<file path="config.mk">
export PLATFORM = sky130hd
export DESIGN_NAME = drc_front
export DESIGN_NICKNAME = d
export VERILOG_FILES = /design/src/hdl/drc_pkg.sv /design/src/hdl/drc_front.sv
export SDC_FILE = /design/constraint.sdc
export NUM_CORES = 1
export LEC_CHECK = 0
export ABC_CLOCK_PERIOD_IN_PS = 4100
export BUFFER_PORTS_ARGS = -buffer_cell sky130_fd_sc_hd__buf_2
export CORE_AREA = 2 2 66 68
export DETAILED_ROUTE_END_ITERATION = 10
export DIE_AREA = 0 0 68 70
export GPL_ROUTABILITY_DRIVEN = 1
export HOLD_SLACK_MARGIN = 0.08
export MAX_ROUTING_LAYER = met4
export PLACE_DENSITY = 0.8
export SYNTH_ARGS = -nofsm -noshare
export SYNTH_HDL_FRONTEND = slang
export SYNTH_SLANG_ARGS = --single-unit
</file>
<file path="constraint.sdc">
create_clock -name clk -period 4.1 [get_ports clk]
set_input_delay 0.82 -clock clk [delete_from_list [all_inputs] [get_ports clk]]
set_output_delay 0.82 -clock clk [all_outputs]
set_load 0.02 [all_outputs]
</file>
<file path="src/hdl/drc_pkg.sv">
`default_nettype none
// ----------------------------------------------------------------------------
// drc_pkg
// Shared types and constants of the DDA raycast column core.
// ----------------------------------------------------------------------------
package drc_pkg;

	localparam int SCREEN_WIDTH  = 640;
	localparam int SCREEN_HEIGHT = 480;
	localparam int TEX_SIZE      = 64;
	localparam int MAP_SIZE      = 32;

	localparam int MAP_CELLS  = MAP_SIZE * MAP_SIZE;
	localparam int MAP_AW     = $clog2(MAP_CELLS);
	localparam int WALK_LIMIT = 2 * MAP_SIZE + 4;
	localparam int WALK_CW    = $clog2(WALK_LIMIT + 1);

	// camera = col * 2^15 / SCREEN_WIDTH by reciprocal multiply,
	// exact for every 10-bit column at this screen width
	localparam int CAM_SHIFT = 12;
	localparam int CAM_RECIP = (2**(15 + CAM_SHIFT) + SCREEN_WIDTH - 1) / SCREEN_WIDTH;

	localparam int DVD_W = 32;
	localparam int DVS_W = 40;

	localparam logic [31:0] DELTA_SAT = 32'hFFFF_FFFF;
	localparam int PADDR_W = 5;

	// register indexes (word address)
	localparam logic [2:0] REG_POS_X      = 3'd0;
	localparam logic [2:0] REG_POS_Y      = 3'd1;
	localparam logic [2:0] REG_DIR_X      = 3'd2;
	localparam logic [2:0] REG_DIR_Y      = 3'd3;
	localparam logic [2:0] REG_PLANE_X    = 3'd4;
	localparam logic [2:0] REG_PLANE_Y    = 3'd5;
	localparam logic [2:0] REG_VIEW_PITCH = 3'd6;

	typedef struct packed {
		logic [20:0]        pos_x;
		logic [20:0]        pos_y;
		logic signed [15:0] dir_x;
		logic signed [15:0] dir_y;
		logic signed [15:0] plane_x;
		logic signed [15:0] plane_y;
		logic signed [8:0]  view_pitch;
	} cfg_t;

	typedef struct packed {
		logic       is_cast;
		logic [4:0] cell_x;
		logic [4:0] cell_y;
		logic [3:0] cell_value;
		logic [9:0] column;
	} item_t;

	typedef struct packed {
		logic             start;
		logic [DVD_W-1:0] dividend;
		logic [DVS_W-1:0] divisor;
	} div_req_t;

	typedef struct packed {
		logic             done;
		logic [DVD_W-1:0] quotient;
	} div_rsp_t;

	typedef struct packed {
		logic [9:0]         column_echo;
		logic [4:0]         hit_x;
		logic [4:0]         hit_y;
		logic               hit_side;
		logic [21:0]        wall_dist;
		logic [15:0]        line_height;
		logic [8:0]         draw_start;
		logic [8:0]         draw_end;
		logic [3:0]         tex_num;
		logic [5:0]         tex_x;
		logic [23:0]        tex_step;
		logic signed [31:0] tex_pos_start;
	} res_t;

endpackage
`default_nettype wire

</file>
<file path="src/hdl/drc_front.sv">
`default_nettype none
// ----------------------------------------------------------------------------
// drc_front
// Input side: takes requests and queues them (5-bit cells are always in the map).
// ----------------------------------------------------------------------------
module drc_front import drc_pkg::*; (
	input  wire logic       clk,
	input  wire logic       arst_n,
	input  wire logic       push,
	output logic            full,
	input  wire logic       req_type,
	input  wire logic [4:0] cell_x,
	input  wire logic [4:0] cell_y,
	input  wire logic [3:0] cell_value,
	input  wire logic [9:0] screen_column,
	input  wire logic       hold,
	input  wire logic       deq,
	output item_t           head,
	output logic            head_valid
);

	item_t      fifo_q [2];
	logic       wr_ptr_q;
	logic       rd_ptr_q;
	logic [1:0] cnt_q;
	logic       take;
	logic       enq;
	logic       in_map;

	assign full       = hold || (cnt_q == 2'd2);
	assign take       = push && !full;
	assign in_map     = (int'(cell_x) < MAP_SIZE) && (int'(cell_y) < MAP_SIZE);
	assign enq        = take && (req_type || in_map);
	assign head       = fifo_q[rd_ptr_q];
	assign head_valid = (cnt_q != 2'd0);

	always_ff @(posedge clk or negedge arst_n) begin
		if (!arst_n) begin
			wr_ptr_q <= 1'b0;
			rd_ptr_q <= 1'b0;
			cnt_q    <= 2'd0;
		end else begin
			if (enq)
				wr_ptr_q <= !wr_ptr_q;
			if (deq)
				rd_ptr_q <= !rd_ptr_q;
			priority if (enq && !deq)
				cnt_q <= cnt_q + 2'd1;
			else if (deq && !enq)
				cnt_q <= cnt_q - 2'd1;
		end
	end

	always_ff @(posedge clk) begin
		if (enq) begin
			fifo_q[wr_ptr_q].is_cast    <= req_type;
			fifo_q[wr_ptr_q].cell_x     <= cell_x;
			fifo_q[wr_ptr_q].cell_y     <= cell_y;
			fifo_q[wr_ptr_q].cell_value <= cell_value;
			fifo_q[wr_ptr_q].column     <= screen_column;
		end
	end

`ifndef NO_ASSERTIONS
	a_no_underflow: assert property (@(posedge clk) disable iff (!arst_n)
		deq |-> head_valid) else $error("dequeue from empty queue");
	a_cnt_range: assert property (@(posedge clk) disable iff (!arst_n)
		cnt_q != 2'd3) else $error("queue count out of range");
`endif

endmodule
`default_nettype wire

</file>
==> flow_metrics.py <==
metrics = {
    "outcome": {
        "status": "finished clean",
    },
    "floorplan": {
        "start_util_pct": 51.03,
        "fp.coreArea_um2": 4144,
        "rows": 24,
        "die_area_um2": 4760,
        "io-pin-count": 57,
        "die_w_um": 68,
        "die_y_um": 70,
    },
    "clocking": {
        "path_clk_slew_ns": 0.09,
        "cts_root_buffer": "clkbuf_8",
        "cts_buffers": 5,
        "cts_tree": "yes",
        "cts_setup_buffers": 0,
        "cts_resized": 0,
        "clk_path_buf_depth": 2,
        "clk-insertion-delay-late_ns": 0.30,
        "cts_hold_buf": 0,
        "clock_sinks": 54,
        "cts_max_level": 2,
    },
    "place": {
        "io_buffers": 56,
        "gp_congestion": 0.6896,
        "dp_hpwl_um": 2347,
        "dp_slack_ns": 1.722,
    },
    "sta": {
        "max_freq_mhz": 372.0,
        "timing.final.crit_share_pct": 65.56,
        "finalSetupTns_ns": 0,
        "slew_headroom_pct": 71.48,
        "drv_slew": 0,
        "rsz0062_at_grt": "false",
        "max_slew.worst_pin.slew_ns": 0.4278,
        "fin_crit_ns": 2.688,
        "finalHoldViolations": 0,
        "hold_ws_ns": 0.3072,
        "finalSetupViolations": 0,
        "finalClockSkew_ns": 0.005281,
        "setup_ws_ns": 1.412,
    },
    "worst_hold_path": {
        "hp-class": "primary input to async pin",
    },
    "global_routing": {
        "groute.usage.overall_pct": 15.36,
        "first_global_vias": 1053,
        "overflow": 0,
        "grt_pass1_wl_um": 4968,
        "grt_max_degree": 20,
        "antenna_found_initial": 0,
    },
    "route": {
        "drtIter0Drc": 55,
        "drtPass1Iterations": 4,
        "vias": 1039,
        "drtAntennaViolNets": 0,
        "drc": 0,
        "route.detailed.wl_per_inst_um": 14.95,
        "via_per_inst": 4.878,
        "routed_wl_um": 3185,
    },
    "synth": {
        "synth_seq_area_share_pct": 75.74,
        "syn-num-nets": 128,
        "yosys_warnings": 0,
        "synth_cell_types": 16,
        "synthesis.area_per_instance_um2": 21.80,
        "synth_seq_cells": 54,
        "synthCells": 97,
        "syn-cell-area_um2": 2115,
    },
    "critical_path": {
        "cp_max_fo": 19,
        "cp-end-kind": "primary output",
        "worstPathRequired_ns": 3.28,
        "reg2regPathDepth": 5,
        "worstPathArrival_ns": 1.87,
        "crit_type": "flop to primary output",
        "crit_path_start_kind": "flop",
    },
    "layout": {
        "final_common_cell": "buf_2",
        "finalNetCount": 191,
        "diodes": 0,
        "final_cell_mix": "56 x buf_2, 50 x edfxtp_1, 19 x mux2_4",
        "drive_gt1_share_pct": 59.01,
        "syn_to_final_growth_pct": 21.60,
        "num-fill-cells": 317,
    },
    "power": {
        "vdd_drop_max_v": 0.0003862,
        "p_leak_nw": 1.050,
        "power.density_nw_per_um2": 655.2,
    },
    "job": {
        "maxCapViolCount": 0,
    },
}
-- through the flow --
step | util, % | std cells | power (W) | instance area (um2)
after floorplan | - | 97 | 0.001197 | 2115
after global placement | 58.73 | 205 | 0.001283 | 2434
after detailed placement | 58.73 | 205 | 0.001303 | 2434
after CTS | 62.05 | 213 | 0.001707 | 2571
after global routing | 62.05 | 213 | 0.001764 | 2571
final | 62.05 | 213 | 0.001685 | 2571
-- path summary, 6_finish.rpt --
check                         start  slack (ns)             to
max in group asynchronous    arst_n        3.67       cnt_q[0]
max reg2reg                cnt_q[0]        2.29  fifo_q[1][23]
min                          arst_n        0.31       rd_ptr_q
max                        rd_ptr_q        1.41       head[15]
min in group clk           cnt_q[1]        0.50       cnt_q[1]
min reg2reg                cnt_q[1]        0.50       cnt_q[1]
-- power breakdown --
part	total, W	internal [W]	switching (W)
Clock	0.000403	0.000244	0.000159
Combinational	0.000540	0.000256	0.000284
Sequential	0.000742	0.000692	0.0000494
Total	0.00168	0.00119	0.000492
-- sequential cells by signal, summed over array words and instances (netlist names) --
signal,count
fifo_q,50
cnt_q,2
rd_ptr_q,1
wr_ptr_q,1
-- cells by family after synthesis --
| group | after synthesis | synth area share [%] |
|---|---|---|
| XOR/XNOR | 5 | 2.071 |
| adder cells (fa/ha/maj) | 1 | 0.5916 |
| buffers and inverters | 5 | 2.781 |
| AND/OR/NAND/NOR | 7 | 2.131 |
| multiplexers | 25 | 16.69 |
| flip-flops | 54 | 75.74 |
-- cells in the mapped netlist --
| cell type | number | area, um2 |
|---|---|---|
| xor2_1 | 3 | 26.28 |
| nand2b_1 | 1 | 6.260 |
| edfxtp_1 | 50 | 1501 |
| nand3b_2 | 1 | 11.26 |
| or2b_1 | 1 | 7.510 |
| xnor2_1 | 2 | 17.52 |
| ha_1 | 1 | 12.51 |
| mux2_2 | 6 | 67.56 |
| and2_1 | 1 | 6.260 |
| or2_2 | 1 | 6.260 |
| nor2_1 | 2 | 7.510 |
| buf_6 | 1 | 11.26 |
| inv_1 | 2 | 7.510 |
| dfrtp_1 | 4 | 100.1 |
| buf_12 | 2 | 40.04 |
| mux2_4 | 19 | 285.3 |
-- worst max-delay path: stages (launching register included) --
cell and delay, ns:
dfrtp_1 0.61, buf_4 0.40, mux2_2 0.39, buf_2 0.16
-- cell type report --
type | instances | area, um2 | area share (%)
clock inverters | 3 | 68.82 | 2.676
well taps | 52 | 65.06 | 2.530
inverters | 2 | 7.507 | 0.2920
repair buffers | 59 | 302.8 | 11.78
clock buffers | 5 | 68.82 | 2.676
flip-flops and latches | 54 | 1602 | 62.29
multi-input cells | 38 | 456.7 | 17.76
-- per-layer routing --
layer,wire [um],up-vias,global-route usage (%),share of wire (%)
li1,-,494,-,-
met5,0,-,-,0
met2,1730,41,25.46,54
met4,46,0,6.667,1.4
met1,1187,499,16.70,37
met3,221,5,4.670,6.9
Note: power is estimated with default switching activity, not from simulation.
