`src/hdl/drc_pkg.sv`:
```
`default_nettype none
// ----------------------------------------------------------------------------
// drc_pkg
// Shared types and constants of the DDA raycast column core.
// ----------------------------------------------------------------------------
package drc_pkg;

	localparam int SCREEN_WIDTH  = 640;
	localparam int SCREEN_HEIGHT = 480;
	localparam int TEX_SIZE      = 64;
	localparam int MAP_SIZE      = 32;

	localparam int MAP_CELLS  = MAP_SIZE * MAP_SIZE;
	localparam int MAP_AW     = $clog2(MAP_CELLS);
	localparam int WALK_LIMIT = 2 * MAP_SIZE + 4;
	localparam int WALK_CW    = $clog2(WALK_LIMIT + 1);

	// camera = col * 2^15 / SCREEN_WIDTH by reciprocal multiply,
	// exact for every 10-bit column at this screen width
	localparam int CAM_SHIFT = 12;
	localparam int CAM_RECIP = (2**(15 + CAM_SHIFT) + SCREEN_WIDTH - 1) / SCREEN_WIDTH;

	localparam int DVD_W = 32;
	localparam int DVS_W = 40;

	localparam logic [31:0] DELTA_SAT = 32'hFFFF_FFFF;
	localparam int PADDR_W = 5;

	// register indexes (word address)
	localparam logic [2:0] REG_POS_X      = 3'd0;
	localparam logic [2:0] REG_POS_Y      = 3'd1;
	localparam logic [2:0] REG_DIR_X      = 3'd2;
	localparam logic [2:0] REG_DIR_Y      = 3'd3;
	localparam logic [2:0] REG_PLANE_X    = 3'd4;
	localparam logic [2:0] REG_PLANE_Y    = 3'd5;
	localparam logic [2:0] REG_VIEW_PITCH = 3'd6;

	typedef struct packed {
		logic [20:0]        pos_x;
		logic [20:0]        pos_y;
		logic signed [15:0] dir_x;
		logic signed [15:0] dir_y;
		logic signed [15:0] plane_x;
		logic signed [15:0] plane_y;
		logic signed [8:0]  view_pitch;
	} cfg_t;

	typedef struct packed {
		logic       is_cast;
		logic [4:0] cell_x;
		logic [4:0] cell_y;
		logic [3:0] cell_value;
		logic [9:0] column;
	} item_t;

	typedef struct packed {
		logic             start;
		logic [DVD_W-1:0] dividend;
		logic [DVS_W-1:0] divisor;
	} div_req_t;

	typedef struct packed {
		logic             done;
		logic [DVD_W-1:0] quotient;
	} div_rsp_t;

	typedef struct packed {
		logic [9:0]         column_echo;
		logic [4:0]         hit_x;
		logic [4:0]         hit_y;
		logic               hit_side;
		logic [21:0]        wall_dist;
		logic [15:0]        line_height;
		logic [8:0]         draw_start;
		logic [8:0]         draw_end;
		logic [3:0]         tex_num;
		logic [5:0]         tex_x;
		logic [23:0]        tex_step;
		logic signed [31:0] tex_pos_start;
	} res_t;

endpackage
`default_nettype wire

```
`src/hdl/drc_div.sv`:
```
`default_nettype none
// ----------------------------------------------------------------------------
// drc_div
// Shared restoring divider, one quotient bit per cycle.
// ----------------------------------------------------------------------------
module drc_div import drc_pkg::*; (
	input  wire logic clk,
	input  wire logic arst_n,
	input  div_req_t  req,
	output div_rsp_t  rsp
);

	localparam int CW = $clog2(DVD_W + 1);

	logic             busy_q;
	logic             done_q;
	logic [CW-1:0]    cnt_q;
	logic [DVS_W-1:0] rem_q;
	logic [DVD_W-1:0] dvd_q;
	logic [DVS_W-1:0] dvs_q;
	logic [DVD_W-1:0] quo_q;
	logic [DVS_W:0]   trial;
	logic             ge;

	assign trial = {rem_q, dvd_q[DVD_W-1]};
	assign ge    = trial >= {1'b0, dvs_q};

	assign rsp.done     = done_q;
	assign rsp.quotient = quo_q;

	always_ff @(posedge clk or negedge arst_n) begin
		if (!arst_n) begin
			busy_q <= 1'b0;
			done_q <= 1'b0;
			cnt_q  <= '0;
		end else begin
			done_q <= 1'b0;
			if (req.start) begin
				busy_q <= 1'b1;
				cnt_q  <= CW'(DVD_W);
			end else if (busy_q) begin
				cnt_q <= cnt_q - CW'(1);
				if (cnt_q == CW'(1)) begin
					busy_q <= 1'b0;
					done_q <= 1'b1;
				end
			end
		end
	end

	always_ff @(posedge clk) begin
		if (req.start) begin
			rem_q <= '0;
			dvd_q <= req.dividend;
			dvs_q <= req.divisor;
		end else if (busy_q) begin
			rem_q <= ge ? DVS_W'(trial - {1'b0, dvs_q}) : DVS_W'(trial);
			dvd_q <= {dvd_q[DVD_W-2:0], 1'b0};
			quo_q <= {quo_q[DVD_W-2:0], ge};
		end
	end

`ifndef NO_ASSERTIONS
	a_start_idle: assert property (@(posedge clk) disable iff (!arst_n)
		req.start |-> !busy_q) else $error("divider restarted while busy");
`endif

endmodule
`default_nettype wire

```
`config.mk`:
```
export PLATFORM = sky130hd
export DESIGN_NAME = drc_div
export DESIGN_NICKNAME = d
export VERILOG_FILES = /design/src/hdl/drc_pkg.sv /design/src/hdl/drc_div.sv
export SDC_FILE = /design/constraint.sdc
export NUM_CORES = 1
export LEC_CHECK = 0
export BUFFER_PORTS_ARGS = -buffer_cell sky130_fd_sc_hd__clkbuf_2
export CAP_MARGIN = 10
export CELL_PAD_IN_SITES_DETAIL_PLACEMENT = 0
export CELL_PAD_IN_SITES_GLOBAL_PLACEMENT = 1
export CORE_MARGIN = 2
export CORE_UTILIZATION = 46
export CTS_CLUSTER_DIAMETER = 50
export CTS_CLUSTER_SIZE = 30
export DETAILED_ROUTE_END_ITERATION = 8
export GPL_ROUTABILITY_DRIVEN = 0
export HOLD_SLACK_MARGIN = 0.06
export PLACE_DENSITY = 0.89
export SLEW_MARGIN = 40
export SYNTH_ARGS = -nofsm -noshare
export SYNTH_HDL_FRONTEND = slang
export SYNTH_SLANG_ARGS = --single-unit
export TNS_END_PERCENT = 50
```
`constraint.sdc`:
```
create_clock -name clk -period 4 [get_ports clk]
set_input_delay 0.4 -clock clk [delete_from_list [all_inputs] [get_ports clk]]
set_output_delay 0.4 -clock clk [all_outputs]
set_load 0.01 [all_outputs]
```
==> out/results.ini, run 1 <==
[detailed_routing]
vias = 6735
via_per_inst = 5.79
drtAntennaViolNets = 0
drt_iter0_markers = 601
route.detailed.drc = 9
first_pass_iters = 7
routed_wl_um = 20900
wire_per_inst_um = 18.0

[critical_path]
crit_chain = inv_1 -> ha_1 -> a21o_1 -> a311oi_4 -> a221oi_2 -> or2_1 -> o311a_1 -> o21a_4 -> nor2_8 -> inv_4 -> a221o_1
critPathKind = reg -> reg
worstPathRequired_ns = 4.32
slowest_delay_ns = 0.42
cp_data_arrival_time_ns = 3.69
slowest_stage = a311oi_4
cp_top_family = compound AO/OA/AOI/OAI gates
startpoint_type = register
reg2reg_slack_ns = 0.63
path_max_fanout = 33
end_kind = register
critPathBufInv = 2

[cells_and_area]
drive_gt1_share_pct = 21.4
diodes = 0
final_net_count = 1039
fillers = 1572
area_growth_pct = 15.5

[timing]
slew_headroom_pct = 46.5
finalHoldViolations = 0
finalSetupViolations = 0
setup_tns_ns = 0
hold_ws_ns = 0.139
max_freq_mhz = 296
rsz0062_at_grt = no
period_needed_ns = 3.37
clock_skew_ns = 0.0108
drv_slew = 0
worst_pin_slew_ns = 0.799
fin_crit_sh_pct = 84.4

[logic_synthesis]
avgSynthCellArea_um2 = 10.3
synth_cell_type_count = 73
synth_top_area_cell = edfxtp_1
yosysTopAreaCellShare_pct = 36.7
ys_warn_count = 0
synthCells = 830
syn_nets = 948
ys_seq_elements = 152
async_reset_ff_share_pct = 5.26
syn-cell-area_um2 = 8510
yosysSeqAreaShare_pct = 48.4
synthTopCellsByArea = edfxtp_1 37%, dfxtp_1 9.4%, ha_1 6.2%, mux2_2 4.2%, nor2_1 3.2%
synth_common_cells = 104 x edfxtp_1, 73 x nor2_1, 59 x nand2_1
synth_edf_count = 104
synth-main-ff-cell = edfxtp_1
synth.most_common_cell = edfxtp_1

[die]
dieWidth_um = 140
start_util_pct = 47.1
fp.dieArea_um2 = 19600
die_y_um = 140
core_um2 = 18100
rows = 49
pin_count = 108

[cts]
clockRootBuffer = clkbuf_16
numCtsBuffers = 17
cts_resized = 0
clock_latency_ns = 0.43
clock_sinks = 152
clockBufferDepth = 2
clk_pin_slew_ns = 0.07
cts_tree = done
htreeDepth = 4

[power_and_ir_drop]
power.density_nw_per_um2 = 662
fin_total_pwr_w = 0.00651
leakagePower_nw = 4.15
combPwrFrac_pct = 40.1
power_switching_w = 0.00251
seqPwrFrac_pct = 34.5
power.internal_w = 0.00400
switching_share_pct = 38.6
clock_power_share_pct = 25.4
peakVddDrop_mv = 0.325

[grt]
overflow = 0
grt_start_max_net_pins = 65
antenna_found_initial = 0
grt_use_total_pct = 21.7
grt_pass1_wl_um = 34000
grt_pass1_vias = 6570

[run]
maxCapViolCount = 0

[run_status]
violations = design-rule violations
status = finished, violations left

[place]
hpwl_um = 14700
port_buffers = 107

[hold_path]
min_path_type = in -> reg

==> final timing paths <==
check	cells after the start	from	end
min	1	req[13]	dvs_q[13]
max	11	dvs_q[26]	rem_q[2]
max in group asynchronous	2	arst_n	busy_q
max reg2reg	11	dvs_q[26]	rem_q[2]
min reg2reg	0	quo_q[30]	quo_q[31]
min in group asynchronous	2	arst_n	cnt_q[4]
==> per-layer routing <==
metal / track usage [%] / vias up / wire length [µm]
met2: 34.9 / 212 / 9870
met5: 0 / - / 0
met4: 7.02 / 0 / 437
met3: 4.21 / 24 / 1060
li1: - / 3269 / -
met1: 29.8 / 3230 / 9540
==> layout make-up <==
| type | instances | area, µm² | share of cell area, % |
|---|---|---|---|
| clock buffer | 17 | 425 | 4.33 |
| clock inverter | 15 | 178 | 1.81 |
| inverter | 58 | 220 | 2.24 |
| multi-input combinational | 572 | 3960 | 40.3 |
| sequential | 152 | 4130 | 41.9 |
| tap | 229 | 287 | 2.91 |
| timing repair buffer | 120 | 638 | 6.49 |
==> kinds of logic (layout without fill, tap and decap cells) <==
group           Yosys count  in the layout  synth area share [%]
flops                   152            152                  48.4
mux                      35             35                  4.59
xor+xnor                 32             32                  3.29
compound gates          225            225                  18.7
buf+inv                 106            210                  5.16
fa+ha+maj                43             43                  6.41
simple gates            237            237                  13.4
==> layout by cell type (no fill, tap or decap), types with 8 or more instances in the layout <==
cell type | Yosys | layout
a21o_1 | 18 | 18
a21oi_1 | 49 | 49
a311oi_1 | 20 | 20
buf_4 | 2 | 13
clkbuf_16 | 0 | 17
clkbuf_2 | 0 | 106
dfxtp_1 | 40 | 40
edfxtp_1 | 104 | 104
ha_1 | 42 | 42
inv_1 | 57 | 57
mux2_2 | 32 | 32
nand2_1 | 59 | 59
nand2b_1 | 8 | 8
nand3_1 | 29 | 29
nand4_1 | 10 | 10
nor2_1 | 73 | 73
nor3_1 | 15 | 15
o21ai_0 | 47 | 47
o21bai_1 | 8 | 8
xnor2_1 | 18 | 18
xor2_1 | 14 | 14
==> stage by stage <==
stage               setup slack (ns)  instance area (µm²)  instances  utilization, %
finish                         0.625                 9830       1163            54.4
CTS                            0.655                 9830       1163            54.4
floorplan                       1.09                 8510        830               -
detailed placement             0.660                 9220       1130            51.0
global route                   0.414                 9830       1163            54.4
global placement               0.733                 9220       1130            51.0
==> registers in the layout, indices dropped and copies added (netlist names) <==
signal  count
busy_q      1
cnt_q       6
done_q      1
dvd_q      32
dvs_q      40
quo_q      32
rem_q      40
==> power by group through the flow <==
stage / clock, W / sequential, W / combinational (W)
finish: 0.00165 / 0.00224 / 0.00261
global route: 0.00175 / 0.00228 / 0.00289
CTS: 0.00168 / 0.00224 / 0.00258
detailed placement: 0 / 0.00227 / 0.00256
global placement: 0 / 0.00226 / 0.00255
floorplan: 0 / 0.00221 / 0.00195
==> timing repair <==
| item | in CTS | in global routing |
|---|---|---|
| setup buffers | 0 | 0 |
| hold buffers | 1 | 0 |
| hold endpoints to repair | 8 | 0 |
Power figures use the tool's default switching activity.
==> inputs of run 2 (changes only) <==
- clock period: 4 -> 3.45 ns (I/O delays scaled with it)
==> run 2 against run 1 <==
The run still ends with design-rule violations left. Critical path depth is the same. Clock power is 9.7% higher. Combinational power rose by 19%.
==> out/results.ini, run 2 (synthesis results as in run 1) <==
[power_and_ir_drop]
peakVddDrop_mv = 0.409  ; was 0.325 mV
fin_total_pwr_w = 0.00750  ; was 0.00651 W
leakagePower_nw = 4.19  ; was 4.15 nW
power.density_nw_per_um2 = 758  ; was 662 nW/µm²

[die]
pin_count = 108  ; unchanged
core_um2 = 18100  ; unchanged
start_util_pct = 47.1  ; unchanged
rows = 49  ; unchanged
fp.dieArea_um2 = 19600  ; unchanged
dieWidth_um = 140  ; unchanged
die_y_um = 140  ; unchanged

[critical_path]
startpoint_type = register  ; unchanged
cp_data_arrival_time_ns = 3.53  ; was 3.69 ns
path_max_fanout = 23  ; was 33
end_kind = register  ; unchanged
worstPathRequired_ns = 3.76  ; was 4.32 ns
critPathKind = reg -> reg  ; unchanged

[run_status]
violations = design-rule violations  ; unchanged
status = finished, violations left  ; unchanged

[timing]
fin_crit_sh_pct = 93.3  ; was 84.4%
clock_skew_ns = 0.0129  ; was 0.0108 ns
hold_ws_ns = 0.0835  ; was 0.139 ns
finalHoldViolations = 0  ; unchanged
period_needed_ns = 3.22  ; was 3.37 ns
setup_tns_ns = 0  ; unchanged
setup_ws_ns = 0.233  ; was 0.625 ns
drv_slew = 0  ; unchanged
rsz0062_at_grt = no  ; unchanged
slew_headroom_pct = 54.4  ; was 46.5%
max_freq_mhz = 311  ; was 296 MHz
worst_pin_slew_ns = 0.681  ; was 0.799 ns
finalSetupViolations = 0  ; unchanged

[hold_path]
min_path_type = in -> reg  ; unchanged

[place]
hpwl_um = 15000  ; was 14700 µm
post-place-ws_ns = 0.131  ; was 0.660 ns
port_buffers = 107  ; unchanged

[cts]
cts_tree = done  ; unchanged
clock_latency_ns = 0.43  ; about the same
clk_pin_slew_ns = 0.07  ; about the same
clock_sinks = 152  ; unchanged
post_cts_buffers = 0  ; unchanged
clockRootBuffer = clkbuf_16  ; unchanged
numCtsBuffers = 17  ; unchanged
htreeDepth = 4  ; unchanged
clockBufferDepth = 2  ; unchanged

[cells_and_area]
drive_gt1_share_pct = 22.2  ; was 21.4%
reg_top3 = dvs_q (40), rem_q (40)  ; unchanged
final_cell_mix = 106 x clkbuf_2, 104 x edfxtp_1, 73 x nor2_1  ; unchanged
diodes = 0  ; unchanged
area_growth_pct = 16.3  ; was 15.5%
final_net_count = 1050  ; was 1039
final_common_cell = clkbuf_2  ; unchanged

[grt]
grt_pass1_wl_um = 33900  ; was 34000 µm
grt_pass1_vias = 6483  ; was 6570
grt_start_max_net_pins = 70  ; was 65
antenna_found_initial = 0  ; unchanged
grt_use_total_pct = 21.7  ; about the same
overflow = 0  ; unchanged

[run]
maxCapViolCount = 0  ; unchanged

[detailed_routing]
via_per_inst = 5.71  ; was 5.79
vias = 6700  ; was 6735
drt_iter0_markers = 554  ; was 601
wire_per_inst_um = 18.0  ; about the same
route.detailed.drc = 9  ; unchanged
routed_wl_um = 21100  ; was 20900 µm
drtAntennaViolNets = 0  ; unchanged
first_pass_iters = 7  ; unchanged

run 2: worst max-delay path: stages, from the launching register on:
cell      delay (ns)
edfxtp_1        0.36
inv_1           0.06
ha_1            0.23
a21o_1          0.22
a311oi_4        0.42
a221oi_2        0.11
or2_1           0.28
o311a_1         0.39
o21a_4          0.32
nor2_8          0.27
inv_4           0.10
a221o_1         0.33
run 2: final timing paths:
kind                           start   endpoint  slack [ns]  cells past startpoint
setup / recovery           dvs_q[26]   rem_q[6]        0.23                     11
setup reg to reg           dvs_q[26]   rem_q[6]        0.23                     11
hold reg to reg             quo_q[8]   quo_q[9]        0.45                      0
min in group asynchronous     arst_n   cnt_q[5]        0.29                      2
hold / removal               req[24]  dvs_q[24]        0.08                      1
max in group asynchronous     arst_n     busy_q        2.96                      2
run 2: where the power goes:
| part | switching (W) | internal [W] |
|---|---|---|
| Combinational | 0.00186 | 0.00124 |
| Clock | 0.000809 | 0.00101 |
| Sequential | 0.000250 | 0.00234 |
| Total | 0.00292 | 0.00458 |
run 2: final cells by class:
cell class                      count  area [µm²]
Sequential cell                   152        4130
Fill cell                        1599        8190
Tap cell                          229         287
Multi-Input combinational cell    572        3960
Inverter                           58         220
Timing Repair Buffer              131         737
Clock buffer                       17         425
Clock inverter                     15         140
run 2: through the flow:
step                utilization [%]  std cells  instance area, µm²
finish                         54.7       1174                9900
global route                   54.7       1174                9900
CTS                            54.7       1174                9890
detailed placement             51.5       1141                9320
global placement               51.5       1141                9320
floorplan                         -        830                8510
run 2: what timing repair did:
action                                 CTS  global route
hold buffers                             1             0
setup endpoints to repair                0             3
resized for setup                        0             1
endpoints found under the hold margin    8             0
run 2: routing by layer:
| layer | part of all wire, % | up-vias | track usage, % | routed length [µm] |
|---|---|---|---|---|
| met5 | 0 | - | 0 | 0 |
| met4 | 1.4 | 0 | 5.37 | 306 |
| met3 | 5.5 | 22 | 4.41 | 1170 |
| met2 | 47 | 200 | 35.4 | 9940 |
| met1 | 46 | 3188 | 29.9 | 9710 |
| li1 | - | 3290 | - | - |
==> inputs of run 3 (changes only) <==
- BUFFER_PORTS_ARGS: -buffer_cell sky130_fd_sc_hd__clkbuf_2 -> default
- CORE_UTILIZATION: 46 -> 50
- DONT_BUFFER_PORTS: default -> 1
- PLACE_DENSITY: 0.89 -> 0.88
==> run 3 against run 2 <==
The flow now finishes without violations. Critical path depth decreased by 1. Power barely moved. Cell count fell by 6.1%. Combinational power hardly changed. Sequential share of layout area rose by 0.46 points. Non-clock buffer count down 63. Clock skew decreased by 0.0039 ns. Routed wire length up 1.6%. Register-to-register slack is essentially flat. Sequential cell count stayed put. Global-route usage up 2.3 points. Hold slack better by 0.034 ns. Critical path type unchanged. Largest power group unchanged.
==> out/results.ini, run 3 (synthesis results as in run 1) <==
[run_status]
status = completed  ; was finished, violations left

[cts]
clockRootBuffer = clkbuf_16  ; unchanged
clock_sinks = 152  ; unchanged
clk_pin_slew_ns = 0.07  ; about the same
clockBufferDepth = 2  ; unchanged
cts_tree = done  ; unchanged
htreeDepth = 4  ; unchanged
clock_latency_ns = 0.43  ; about the same
numCtsBuffers = 17  ; unchanged
post_cts_buffers = 0  ; unchanged

[power_and_ir_drop]
power.density_nw_per_um2 = 766  ; was 758 nW/µm²
leakagePower_nw = 3.93  ; was 4.19 nW
peakVddDrop_mv = 0.466  ; was 0.409 mV

[detailed_routing]
wire_per_inst_um = 19.5  ; was 18.0 µm
vias = 6724  ; was 6700
drtAntennaViolNets = 0  ; unchanged
via_per_inst = 6.10  ; was 5.71
routed_wl_um = 21500  ; was 21100 µm
first_pass_iters = 5  ; was 7
route.detailed.drc = 0  ; was 9
drt_iter0_markers = 632  ; was 554

[die]
core_um2 = 16600  ; was 18100 µm²
dieWidth_um = 134  ; was 140 µm
die_y_um = 134  ; was 140 µm
rows = 47  ; was 49
pin_count = 108  ; unchanged
start_util_pct = 51.3  ; was 47.1%
fp.dieArea_um2 = 18100  ; was 19600 µm²

[cells_and_area]
reg_top3 = dvs_q (40), rem_q (40)  ; unchanged
diodes = 0  ; unchanged
fillers = 1448  ; was 1599
final_cell_mix = 104 x edfxtp_1, 73 x nor2_1, 59 x nand2_1  ; was 106 x clkbuf_2, 104 x edfxtp_1, 73 x nor2_1
drive_gt1_share_pct = 12.5  ; was 22.2%
final_net_count = 987  ; was 1050
area_growth_pct = 15.0  ; was 16.3%
fin_area_um2 = 9790  ; was 9900 µm²
final_common_cell = edfxtp_1  ; was clkbuf_2

[timing]
slew_headroom_pct = 54.5  ; was 54.4%
worst_pin_slew_ns = 0.681  ; about the same
fin_crit_sh_pct = 93.2  ; was 93.3%
drv_slew = 0  ; unchanged
finalSetupViolations = 0  ; unchanged
clock_skew_ns = 0.00902  ; was 0.0129 ns
rsz0062_at_grt = no  ; unchanged
max_freq_mhz = 311  ; about the same
period_needed_ns = 3.22  ; about the same
finalHoldViolations = 0  ; unchanged
setup_tns_ns = 0  ; unchanged

[critical_path]
cp_data_arrival_time_ns = 3.54  ; was 3.53 ns
critPathKind = reg -> reg  ; unchanged
worstPathRequired_ns = 3.77  ; was 3.76 ns
slowest_stage = or4_1  ; was a311oi_4
crit_chain = inv_1 -> ha_1 -> nand2_1 -> or3_1 -> or4_1 -> o21ai_2 -> o21a_4 -> buf_4 -> o21ai_0 -> a311oi_1  ; was inv_1 -> ha_1 -> a21o_1 -> a311oi_4 -> a221oi_2 -> or2_1 -> o311a_1 -> o21a_4 -> nor2_8 -> inv_4 -> a221o_1
cp_top_family = simple AND/OR/NAND/NOR gates  ; was compound AO/OA/AOI/OAI gates
slowest_delay_ns = 0.57  ; was 0.42 ns
end_kind = register  ; unchanged
path_max_fanout = 25  ; was 23
startpoint_type = register  ; unchanged
critPathBufInv = 2  ; unchanged
reg2reg_slack_ns = 0.23  ; about the same

[hold_path]
min_path_type = in -> reg  ; unchanged

[place]
port_buffers = 0  ; was 107
postPlaceCellArea_um2 = 8770  ; was 9320 µm²
hpwl_um = 14500  ; was 15000 µm

[grt]
overflow = 0  ; unchanged
antenna_found_initial = 0  ; unchanged
grt_pass1_vias = 6629  ; was 6483
grt_start_max_net_pins = 69  ; was 70
grt_use_total_pct = 24.0  ; was 21.7%
grt_pass1_wl_um = 34100  ; was 33900 µm

[run]
maxCapViolCount = 0  ; unchanged

[run 3: area by class of cell]
cell class                      count  area, µm²  share of cell area, %
Multi-Input combinational cell    572       3970                   40.5
Tap cell                          220        275                   2.81
Clock buffer                       19        443                   4.52
Inverter                           58        220                   2.25
Sequential cell                   152       4130                   42.1
Clock inverter                     13        110                   1.12
Timing Repair Buffer               68        648                   6.62
[run 3: routing by layer]
metal,vias up,global-route usage [%],share of wire (%)
li1,3160,-,-
met5,-,0,0
met1,3249,31.7,43
met2,277,39.7,49
met4,0,7.89,2.1
met3,38,4.80,6.4
[run 3: stage by stage]
step,std cells,hold WS (ns),util [%],setup WS [ns],total power (W)
floorplan,830,0.0494,-,0.537,0.00483
global placement,1027,0.0497,52.9,0.277,0.00554
detailed placement,1027,0.0496,52.9,0.228,0.00563
CTS,1102,0.0956,58.9,0.198,0.00747
global route,1102,0.102,59.0,0.0199,0.00794
finish,1102,0.118,59.0,0.234,0.00750
[run 3: worst paths after layout]
check                           from         to  depth (start not counted)
setup / recovery           dvs_q[12]   rem_q[3]                         10
hold / removal               req[40]   dvd_q[0]                          1
setup reg to reg           dvs_q[12]   rem_q[3]                         10
hold reg to reg            rem_q[38]  rem_q[38]                          2
max in group asynchronous     arst_n     busy_q                          1
min in group asynchronous     arst_n     done_q                          1
[run 3: report_power, final]
part	switching (W)	total, W	internal (W)	leakage (nW)
combinational	0.00184	0.00310	0.00126	2.20
clock	0.000800	0.00176	0.000959	0.261
sequential	0.000292	0.00263	0.00234	1.47
[run 3: timing repair]
item | in CTS | in global routing
resized for setup | 0 | 3
hold buffers | 43 | 0
setup endpoints to repair | 0 | 4
hold endpoints to repair | 116 | 0
[run 3: worst reg2reg max path: stages (launching register included)]
cell      delay (ns)
edfxtp_1        0.33
inv_1           0.05
ha_1            0.39
nand2_1         0.13
or3_1           0.38
or4_1           0.57
o21ai_2         0.21
o21a_4          0.40
buf_4           0.24
o21ai_0         0.10
a311oi_1        0.31
